### src/rtl/lfpd_pkg.sv
`default_nettype none

package lfpd_pkg;

    localparam int DEF_SAMPLE_BITS = 10;
    localparam int DEF_SPEED_BITS  = 8;

    localparam int CFG_IDX_BITS = 3;

    localparam logic [CFG_IDX_BITS-1:0] REG_SET_POINT      = 3'd0;
    localparam logic [CFG_IDX_BITS-1:0] REG_TOP_SPEED      = 3'd1;
    localparam logic [CFG_IDX_BITS-1:0] REG_LOW_THRESHOLD  = 3'd2;
    localparam logic [CFG_IDX_BITS-1:0] REG_HIGH_THRESHOLD = 3'd3;

    localparam int RST_SET_POINT      = 512;
    localparam int RST_TOP_SPEED      = 200;
    localparam int RST_LOW_THRESHOLD  = 103;
    localparam int RST_HIGH_THRESHOLD = 972;

    localparam int CROSS_SLOWDOWN = 25;

    typedef logic [1:0] t_zone;

    localparam t_zone ZONE_OFF   = 2'd0;
    localparam t_zone ZONE_CROSS = 2'd1;
    localparam t_zone ZONE_TRACK = 2'd2;

endpackage

`default_nettype wire

### src/rtl/line_follow_pd_steering_unit.sv
`default_nettype none

// PD steering for a line-following differential-drive robot. Each input beat
// carries one line-sensor sample; each output beat carries the zone (off line,
// cross line, tracking), the two motor directions and the two motor speeds.
// One sample is taken every clock cycle when the output side keeps up. Each
// sample passes the input register, then the result register, before its
// result is presented on the output. The previous error and the directions
// close their loop in the single logic step between those registers, so
// back-to-back samples see each other's state. Configuration is written
// through its own channel, which is always ready; indexes 0..3 are set_point,
// top_speed, low_threshold and high_threshold, other indexes are ignored, and
// the user must make writes only while idle, which the block does not enforce.
module line_follow_pd_steering_unit
    import lfpd_pkg::*;
#(
    parameter int SAMPLE_BITS = DEF_SAMPLE_BITS,
    parameter int SPEED_BITS  = DEF_SPEED_BITS,
    localparam int CfgBits = (SAMPLE_BITS > SPEED_BITS) ? SAMPLE_BITS : SPEED_BITS
) (
    input  wire logic                    i_clk,
    input  wire logic                    i_rst_n,

    input  wire logic                    i_cfg_valid,
    output logic                         o_cfg_ready,
    input  wire logic [CFG_IDX_BITS-1:0] i_cfg_index,
    input  wire logic [CfgBits-1:0]      i_cfg_data,

    input  wire logic                    i_in_valid,
    output logic                         o_in_ready,
    input  wire logic [SAMPLE_BITS-1:0]  i_sample,

    output logic                         o_out_valid,
    input  wire logic                    i_out_ready,
    output logic [1:0]                   o_zone,
    output logic                         o_left_forward,
    output logic                         o_right_forward,
    output logic [SPEED_BITS-1:0]        o_left_speed,
    output logic [SPEED_BITS-1:0]        o_right_speed
);

    localparam int TermBits = (SAMPLE_BITS + 7 > SPEED_BITS + 3) ?
                              SAMPLE_BITS + 7 : SPEED_BITS + 3;

    localparam logic [SAMPLE_BITS-1:0] SetPointRst = SAMPLE_BITS'(RST_SET_POINT);
    localparam logic [SPEED_BITS-1:0]  TopSpeedRst = SPEED_BITS'(RST_TOP_SPEED);
    localparam logic [SAMPLE_BITS-1:0] LowThrRst   = SAMPLE_BITS'(RST_LOW_THRESHOLD);
    localparam logic [SAMPLE_BITS-1:0] HighThrRst  = SAMPLE_BITS'(RST_HIGH_THRESHOLD);
    localparam logic [SPEED_BITS-1:0]  CrossSlow   = SPEED_BITS'(CROSS_SLOWDOWN);

    logic [SAMPLE_BITS-1:0] r_set_point;
    logic [SPEED_BITS-1:0]  r_top_speed;
    logic [SAMPLE_BITS-1:0] r_low_thr;
    logic [SAMPLE_BITS-1:0] r_high_thr;

    logic                   r_in_valid;
    logic [SAMPLE_BITS-1:0] r_sample;

    logic signed [SAMPLE_BITS:0] r_last_error;
    logic                        r_left_dir;
    logic                        r_right_dir;

    logic                  r_out_valid;
    t_zone                 r_zone;
    logic                  r_left_fwd;
    logic                  r_right_fwd;
    logic [SPEED_BITS-1:0] r_left_speed;
    logic [SPEED_BITS-1:0] r_right_speed;

    logic                  move;
    logic                  in_beat;

    t_zone                 n_zone;
    logic                  n_left_dir;
    logic                  n_right_dir;
    logic [SPEED_BITS-1:0] n_left_speed;
    logic [SPEED_BITS-1:0] n_right_speed;

    logic signed [TermBits-1:0] s_w;
    logic signed [TermBits-1:0] sp_w;
    logic signed [TermBits-1:0] le_w;
    logic signed [TermBits-1:0] p_w;
    logic signed [TermBits-1:0] d_w;
    logic signed [TermBits-1:0] sum_w;
    logic signed [TermBits-1:0] t_w;
    logic signed [TermBits-1:0] m_w;
    logic signed [TermBits-1:0] m2_w;
    logic signed [TermBits-1:0] ls_w;
    logic signed [TermBits-1:0] rs_w;
    logic [SPEED_BITS-1:0]      cross_speed;

    assign o_cfg_ready = 1'b1;

    always_ff @(posedge i_clk) begin
        if (!i_rst_n) begin
            r_set_point <= SetPointRst;
            r_top_speed <= TopSpeedRst;
            r_low_thr   <= LowThrRst;
            r_high_thr  <= HighThrRst;
        end else if (i_cfg_valid) begin
            unique case (i_cfg_index)
                REG_SET_POINT:      r_set_point <= i_cfg_data[SAMPLE_BITS-1:0];
                REG_TOP_SPEED:      r_top_speed <= i_cfg_data[SPEED_BITS-1:0];
                REG_LOW_THRESHOLD:  r_low_thr   <= i_cfg_data[SAMPLE_BITS-1:0];
                REG_HIGH_THRESHOLD: r_high_thr  <= i_cfg_data[SAMPLE_BITS-1:0];
                default: begin
                end
            endcase
        end
    end

    assign move       = r_in_valid && (!r_out_valid || i_out_ready);
    assign o_in_ready = !r_in_valid || move;
    assign in_beat    = i_in_valid && o_in_ready;

    always_ff @(posedge i_clk) begin
        if (!i_rst_n) begin
            r_in_valid <= 1'b0;
        end else if (in_beat) begin
            r_in_valid <= 1'b1;
        end else if (move) begin
            r_in_valid <= 1'b0;
        end
    end

    always_ff @(posedge i_clk) begin
        if (in_beat) begin
            r_sample <= i_sample;
        end
    end

    assign s_w   = $signed({{(TermBits-SAMPLE_BITS){1'b0}}, r_sample});
    assign sp_w  = $signed({{(TermBits-SAMPLE_BITS){1'b0}}, r_set_point});
    assign le_w  = TermBits'(r_last_error);
    assign p_w   = s_w - sp_w;
    assign d_w   = p_w - le_w;
    assign sum_w = (p_w <<< 1) + p_w + (d_w <<< 3) + (d_w <<< 1);
    assign t_w   = (sum_w + $signed({{(TermBits-1){1'b0}}, sum_w[TermBits-1]})) >>> 1;
    assign m_w   = $signed({{(TermBits-SPEED_BITS){1'b0}}, r_top_speed});
    assign m2_w  = m_w <<< 1;

    assign cross_speed = (r_top_speed >= CrossSlow) ? (r_top_speed - CrossSlow) : '0;

    always_comb begin
        if (t_w > m_w) begin
            n_left_dir  = 1'b1;
            n_right_dir = 1'b0;
            ls_w        = m_w;
            rs_w        = (t_w < m2_w) ? (t_w - m_w) : m_w;
        end else if (t_w < -m_w) begin
            n_left_dir  = 1'b0;
            n_right_dir = 1'b1;
            rs_w        = m_w;
            ls_w        = (t_w > -m2_w) ? (-m_w - t_w) : m_w;
        end else begin
            n_left_dir  = 1'b1;
            n_right_dir = 1'b1;
            if (t_w > 0) begin
                ls_w = m_w;
                rs_w = m_w - t_w;
            end else begin
                ls_w = m_w + t_w;
                rs_w = m_w;
            end
        end
    end

    always_comb begin
        priority if (r_sample < r_low_thr) begin
            n_zone        = ZONE_OFF;
            n_left_speed  = '0;
            n_right_speed = '0;
        end else if (r_sample > r_high_thr) begin
            n_zone        = ZONE_CROSS;
            n_left_speed  = cross_speed;
            n_right_speed = cross_speed;
        end else begin
            n_zone        = ZONE_TRACK;
            n_left_speed  = ls_w[SPEED_BITS-1:0];
            n_right_speed = rs_w[SPEED_BITS-1:0];
        end
    end

    always_ff @(posedge i_clk) begin
        if (!i_rst_n) begin
            r_last_error <= '0;
            r_left_dir   <= 1'b1;
            r_right_dir  <= 1'b1;
        end else if (move && (n_zone == ZONE_TRACK)) begin
            r_last_error <= p_w[SAMPLE_BITS:0];
            r_left_dir   <= n_left_dir;
            r_right_dir  <= n_right_dir;
        end
    end

    always_ff @(posedge i_clk) begin
        if (!i_rst_n) begin
            r_out_valid <= 1'b0;
        end else if (move) begin
            r_out_valid <= 1'b1;
        end else if (i_out_ready) begin
            r_out_valid <= 1'b0;
        end
    end

    always_ff @(posedge i_clk) begin
        if (move) begin
            r_zone        <= n_zone;
            r_left_speed  <= n_left_speed;
            r_right_speed <= n_right_speed;
            if (n_zone == ZONE_TRACK) begin
                r_left_fwd  <= n_left_dir;
                r_right_fwd <= n_right_dir;
            end else begin
                r_left_fwd  <= r_left_dir;
                r_right_fwd <= r_right_dir;
            end
        end
    end

    assign o_out_valid     = r_out_valid;
    assign o_zone          = r_zone;
    assign o_left_forward  = r_left_fwd;
    assign o_right_forward = r_right_fwd;
    assign o_left_speed    = r_left_speed;
    assign o_right_speed   = r_right_speed;

endmodule

`default_nettype wire

### config.mk
export PLATFORM = sky130hd
export DESIGN_NAME = line_follow_pd_steering_unit
export DESIGN_NICKNAME = d
export VERILOG_FILES = /design/src/rtl/lfpd_pkg.sv /design/src/rtl/line_follow_pd_steering_unit.sv
export SDC_FILE = /design/constraint.sdc
export NUM_CORES = 1
export LEC_CHECK = 0
export ABC_AREA = 1
export BUFFER_PORTS_ARGS = -buffer_cell sky130_fd_sc_hd__buf_2
export CAP_MARGIN = 10
export CORE_UTILIZATION = 54
export DETAILED_ROUTE_END_ITERATION = 10
export PLACE_DENSITY = 0.8
export SYNTH_ARGS = -nofsm -noshare
export SYNTH_HDL_FRONTEND = slang
export SYNTH_SLANG_ARGS = --single-unit
### constraint.sdc
create_clock -name i_clk -period 10.6 [get_ports i_clk]
set_clock_uncertainty 0.1 [all_clocks]
set_input_delay 0.53 -clock i_clk [delete_from_list [all_inputs] [get_ports i_clk]]
set_output_delay 0.53 -clock i_clk [all_outputs]
set_load 0.05 [all_outputs]
==> flow_summary.json, run 1 <==
{
  "vias": 8447,
  "dr.pass1.iters": 5,
  "overflow": 0,
  "synth.mux.area_fraction": 0,
  "cap_violations": 0,
  "rr_worst_depth": 54,
  "final_max_slew_viol_count": 0,
  "slowest_delay_ns": 0.50,
  "final_cell_mix": "260 x nand2_1, 213 x inv_1, 129 x ha_1, 96 x a21oi_1, 93 x nor2_1",
  "yosysSeqAreaShare": 0.218,
  "synth.net_count": 1441,
  "yosys.area_share.simple": 0.243,
  "cts.clk_slew.worst_paths_ns": 0.07,
  "cts_setup_buffers": 0,
  "area_growth_syn_to_layout_pct": 8.09,
  "hpwl_um": 18800,
  "cts_sinks": 83,
  "synth_compound_area_frac": 0.154,
  "grt_max_degree": 45,
  "path_class": "reg -> reg",
  "antenna_found_initial": 0,
  "numCtsBuffers": 9,
  "holdBufCountCts": 0,
  "synth-edff-count": 30,
  "start_util": 0.559,
  "cts_resized": 0,
  "core_area_mm2": 0.0161,
  "setup_viol": 0,
  "synth-seq-cells": 83,
  "fin_crit_ns": 9.23,
  "crit_arrival_ns": 9.23,
  "die-area_mm2": 0.0172,
  "track_usage": 0.276,
  "cp-start-kind": "register",
  "clockBufferDepth": 2,
  "hold-path-cell-count": 1,
  "syn-cell-area_mm2": 0.00902,
  "synth_xor_area_frac": 0.0512,
  "viasPerCell": 5.54,
  "drive_gt1_frac": 0.0902,
  "hold_violations": 0,
  "io_pins": 51,
  "rsz0062_at_grt": "no",
  "clock_latency_ns": 0.35,
  "grt_pass1_vias": 8164,
  "post_drt_wl_per_cell_um": 15.2,
  "tritoncts": "done",
  "slowest_stage": "xor2_1",
  "fp.dieW_um": 131,
  "synth_top_family_by_area": "simple AND/OR/NAND/NOR gates",
  "drt-total-wl_um": 23200,
  "yosys.area_share.adder": 0.230,
  "fillerInstances": 1449,
  "tns_ns": 0,
  "min_path_type": "in -> reg",
  "drcViolationCount": 0,
  "timing.fmax_mhz": 108,
  "end_kind": "register",
  "die_h_um": 131,
  "outcome": "completed",
  "gp_congestion": 1.02,
  "ant_nets": 0,
  "seqCellArea_mm2": 0.00196,
  "syn_avg_cell_area_um2": 7.15,
  "diodes": 0,
  "slew_headroom": 0.300,
  "ys_warn_count": 0,
  "multiInputGateArea_mm2": 0.00612,
  "num_rows": 46,
  "fin_crit_sh": 0.871,
  "path_max_fanout": 11,
  "syn_inst": 1261,
  "worst_pin_slew_ns": 1.05,
  "synthArstFlopShare": 0,
  "final_common_cell": "nand2_1",
  "port_buffers": 49,
  "synthFlopType": "dfxtp_1",
  "final_nets": 1483,
  "crit_required_ns": 10.59,
  "grt_first_pass_wirelength_um": 38600,
  "drt_iter0_drc": 654,
  "critPathMostFrequentCell": "nand2_1",
  "synth_cell_types": 51,
  "cts_root_buf": "clkbuf_16",
  "htreeDepth": 3
}
## cell families (layout without fill, tap and decap cells)
logic type	after synthesis	in the layout
flops	83	83
fa+ha+maj	152	152
buf+inv	241	288
compound gates	243	243
other cells	1	1
xor+xnor	51	51
simple gates	490	490
## stage by stage
| stage | utilization | instances | hold slack (ns) | instance area (um^2) | setup slack, ns |
|---|---|---|---|---|---|
| finish | 0.605 | 1524 | 0.252 | 9750 | 1.37 |
| global route | 0.605 | 1524 | 0.243 | 9750 | 0.570 |
| CTS | 0.605 | 1524 | 0.246 | 9750 | 1.41 |
| detailed placement | 0.586 | 1508 | 0.355 | 9440 | 1.54 |
| global placement | 0.586 | 1508 | 0.350 | 9440 | 1.73 |
| floorplan | - | 1261 | 0.329 | 9020 | 2.66 |
## flip-flops by register name, summed over array words and instances, names as in the netlist
name             flops
o_left_forward       1
o_left_speed         8
o_out_valid          1
o_right_forward      1
o_right_speed        8
o_zone               2
r_high_thr          10
r_in_valid           1
r_last_error        11
r_left_dir           1
r_low_thr           10
r_right_dir          1
r_sample            10
r_set_point         10
r_top_speed          8
## cell usage after synthesis (2+ instances only)
| cell type | number | area, um^2 |
|---|---|---|
| inv_1 | 213 | 800 |
| o2111ai_1 | 3 | 26.3 |
| nand3_2 | 5 | 50.1 |
| a21oi_1 | 96 | 480 |
| or2_2 | 2 | 12.5 |
| nor2_4 | 2 | 22.5 |
| a21o_1 | 5 | 37.5 |
| nor2_1 | 93 | 349 |
| nor2_2 | 5 | 31.3 |
| xnor2_1 | 11 | 96.3 |
| o211ai_1 | 16 | 120 |
| a21oi_2 | 4 | 35.0 |
| buf_4 | 3 | 22.5 |
| nand2_4 | 4 | 45.0 |
| nand3_1 | 71 | 355 |
| clkinv_1 | 5 | 18.8 |
| fa_1 | 23 | 460 |
| nand4_1 | 17 | 106 |
| a211oi_1 | 6 | 45.0 |
| o21ai_1 | 5 | 25.0 |
| ha_1 | 129 | 1610 |
| xor2_1 | 38 | 333 |
| nand3_4 | 3 | 52.6 |
| nand2_1 | 260 | 976 |
| nor3_1 | 7 | 35.0 |
| xor2_2 | 2 | 32.5 |
| a21boi_0 | 2 | 15.0 |
| a31oi_1 | 9 | 56.3 |
| nand2_2 | 14 | 87.6 |
| o21bai_1 | 6 | 45.0 |
| clkbuf_1 | 12 | 45.0 |
| o21ai_0 | 84 | 420 |
| edfxtp_1 | 30 | 901 |
| buf_6 | 2 | 22.5 |
| inv_2 | 4 | 15.0 |
| nand3b_1 | 2 | 15.0 |
| dfxtp_1 | 53 | 1060 |
| nor4_1 | 2 | 12.5 |
## critical path, delay by kind of cell, from the launching register on
kind	cells	cell delay, ns
adder cells (fa/ha/maj)	8	2.52
flip-flops	1	0.35
XOR/XNOR	3	0.88
AO/OA/AOI/OAI	12	1.89
AND/OR/NAND/NOR	24	2.58
buffers and inverters	7	0.64
## area by class of cell
type | instances | area share
flip-flops and latches | 83 | 0.201
well taps | 216 | 0.0277
clock buffers | 9 | 0.0231
repair buffers | 49 | 0.0252
clock inverters | 7 | 0.00847
multi-input cells | 937 | 0.628
inverters | 223 | 0.0864
## routing by layer
metal	share of wire	global-route usage
met1	0.43	0.338
met2	0.48	0.479
met4	0.041	0.130
met3	0.048	0.0359
met5	0	0
## worst paths after layout
path,from,to,slack [ns]
min reg2reg,r_set_point[6]$_SDFFE_PN0P_,r_set_point[6]$_SDFFE_PN0P_,0.36
max,r_sample[0]$_DFFE_PP_,o_left_speed[7]$_SDFFCE_PN0P_,1.37
max reg2reg,r_sample[0]$_DFFE_PP_,o_left_speed[7]$_SDFFCE_PN0P_,1.37
min,i_sample[8],r_sample[8]$_DFFE_PP_,0.25
Power of run 1 is not shown: default switching activity piles up to over one toggle a cycle in this logic, so the estimate is an artifact.
==> run 2, diff against run 1 <==
- CELL_PAD_IN_SITES_DETAIL_PLACEMENT: unset -> 0
- CELL_PAD_IN_SITES_GLOBAL_PLACEMENT: unset -> 1
- CORE_UTILIZATION: 54 -> 47
- CTS_BUF_LIST: unset -> sky130_fd_sc_hd__clkbuf_4 sky130_fd_sc_hd__clkbuf_8
- PLACE_DENSITY: 0.8 -> 0.91
==> flow_summary.json, run 2 (synthesis gave the netlist of run 1 again) <==
{
  "clock_latency_ns": 0.38,
  "path_class": "reg -> reg",
  "fp.dieW_um": 141,
  "crit_arrival_ns": 9.21,
  "cts_root_buf": "clkbuf_8",
  "final_common_cell": "nand2_1",
  "holdWs_ns": 0.222,
  "holdCritStartpoint": "i_sample[6]",
  "port_buffers": 49,
  "slowest_stage": "fa_1",
  "hpwl_um": 19100,
  "min_to": "r_sample[6]$_DFFE_PP_",
  "cts_setup_buffers": 0,
  "critPathMostFrequentCell": "nand2_1",
  "rsz0062_at_grt": "no",
  "hold_violations": 0,
  "start_util": 0.480,
  "final_nets": 1483,
  "min_path_type": "in -> reg",
  "cp-start-kind": "register",
  "cts_resized": 0,
  "design_area_mm2": 0.00969,
  "placedCellCount": 1526,
  "grt_first_pass_wirelength_um": 37700,
  "io_pins": 51,
  "end_kind": "register",
  "slew_headroom": 0.301,
  "ant_nets": 0,
  "hold-path-cell-count": 1,
  "core_area_mm2": 0.0188,
  "fin_crit_ns": 9.18,
  "gp_congestion": 0.984,
  "tns_ns": 0,
  "setup_viol": 0,
  "drive_gt1_frac": 0.0902,
  "path_max_fanout": 11,
  "drt-total-wl_um": 23400,
  "ff2ff_setup_slack_ns": 1.42,
  "area_growth_syn_to_layout_pct": 7.48,
  "final_cell_mix": "260 x nand2_1, 213 x inv_1, 129 x ha_1, 96 x a21oi_1, 93 x nor2_1",
  "outcome": "completed",
  "regMostFlops": "r_last_error",
  "clockBufferDepth": 2,
  "drt_iter0_drc": 497,
  "rr_worst_depth": 54,
  "cts_sinks": 83,
  "holdBufCountCts": 0,
  "timing.fmax_mhz": 109,
  "slowest_delay_ns": 0.45,
  "vias": 8245,
  "num_rows": 50,
  "numCtsBuffers": 9,
  "die_h_um": 141,
  "post_drt_wl_per_cell_um": 15.2,
  "cts.clk_slew.worst_paths_ns": 0.10,
  "worst_pin_slew_ns": 1.05,
  "final_cells": 1542,
  "track_usage": 0.241,
  "tritoncts": "done",
  "cap_violations": 0,
  "timing.rr.start": "r_sample[0]$_DFFE_PP_",
  "largest_register_ffs": 11,
  "viasPerCell": 5.35,
  "htreeDepth": 3,
  "place_area_mm2": 0.00946,
  "grt_pass1_vias": 7630,
  "fillerInstances": 1882,
  "antenna_found_initial": 0,
  "diodes": 0,
  "final_max_slew_viol_count": 0,
  "overflow": 0,
  "drcViolationCount": 0,
  "crit_required_ns": 10.63,
  "grt_max_degree": 45,
  "dr.pass1.iters": 5,
  "r2r-end": "o_left_speed[2]$_SDFFCE_PN0P_",
  "die-area_mm2": 0.0197,
  "fin_crit_sh": 0.866
}
-- run 2: metrics by stage --
stage          utilization  setup WS, ns
2_1_floorplan            -          2.66
3_3_place_gp         0.504          1.62
3_5_place_dp         0.504          1.47
4_1_cts              0.516          1.43
5_1_grt              0.516         0.339
6_report             0.516          1.42
-- run 2: how the worst max path moves through the flow --
| stage | slack (ns) | end | start |
|---|---|---|---|
| 2_1_floorplan | 2.66 | o_right_speed[1]$_SDFFCE_PN0P_ | r_sample[0]$_DFFE_PP_ |
| 3_3_place_gp | 1.62 | o_left_speed[6]$_SDFFCE_PN0P_ | r_sample[0]$_DFFE_PP_ |
| 3_5_place_dp | 1.47 | o_left_speed[2]$_SDFFCE_PN0P_ | r_sample[0]$_DFFE_PP_ |
| 4_1_cts | 1.43 | o_left_speed[2]$_SDFFCE_PN0P_ | r_sample[0]$_DFFE_PP_ |
| 5_1_grt | 0.34 | o_left_speed[2]$_SDFFCE_PN0P_ | r_sample[2]$_DFFE_PP_ |
| 6_report | 1.42 | o_left_speed[2]$_SDFFCE_PN0P_ | r_sample[0]$_DFFE_PP_ |
-- run 2: area by class of cell --
type | count | area [um^2] | area share
Clock buffer | 9 | 124 | 0.0128
Clock inverter | 7 | 106 | 0.0110
Inverter | 223 | 842 | 0.0869
Multi-Input combinational cell | 937 | 6120 | 0.631
Sequential cell | 83 | 1960 | 0.202
Tap cell | 234 | 293 | 0.0302
Timing Repair Buffer | 49 | 245 | 0.0253
-- run 2: critical path: cells and delay by family, from the launching register on --
kind | cells | cell delay (ns)
AND/OR/NAND/NOR | 25 | 2.73
flip-flops | 1 | 0.36
XOR/XNOR | 3 | 0.82
AO/OA/AOI/OAI | 11 | 1.81
adder cells (fa/ha/maj) | 8 | 2.49
buffers and inverters | 7 | 0.66
-- run 2: metal layers --
layer	global-route usage	vias to the layer above	wire, um	share of wire
met3	0.0267	44	973	0.042
met1	0.323	3791	10900	0.46
met2	0.405	178	10900	0.47
met5	0	-	0	0
met4	0.0789	0	657	0.028
li1	-	4232	-	-
Power of run 2 is left out for the same reason.
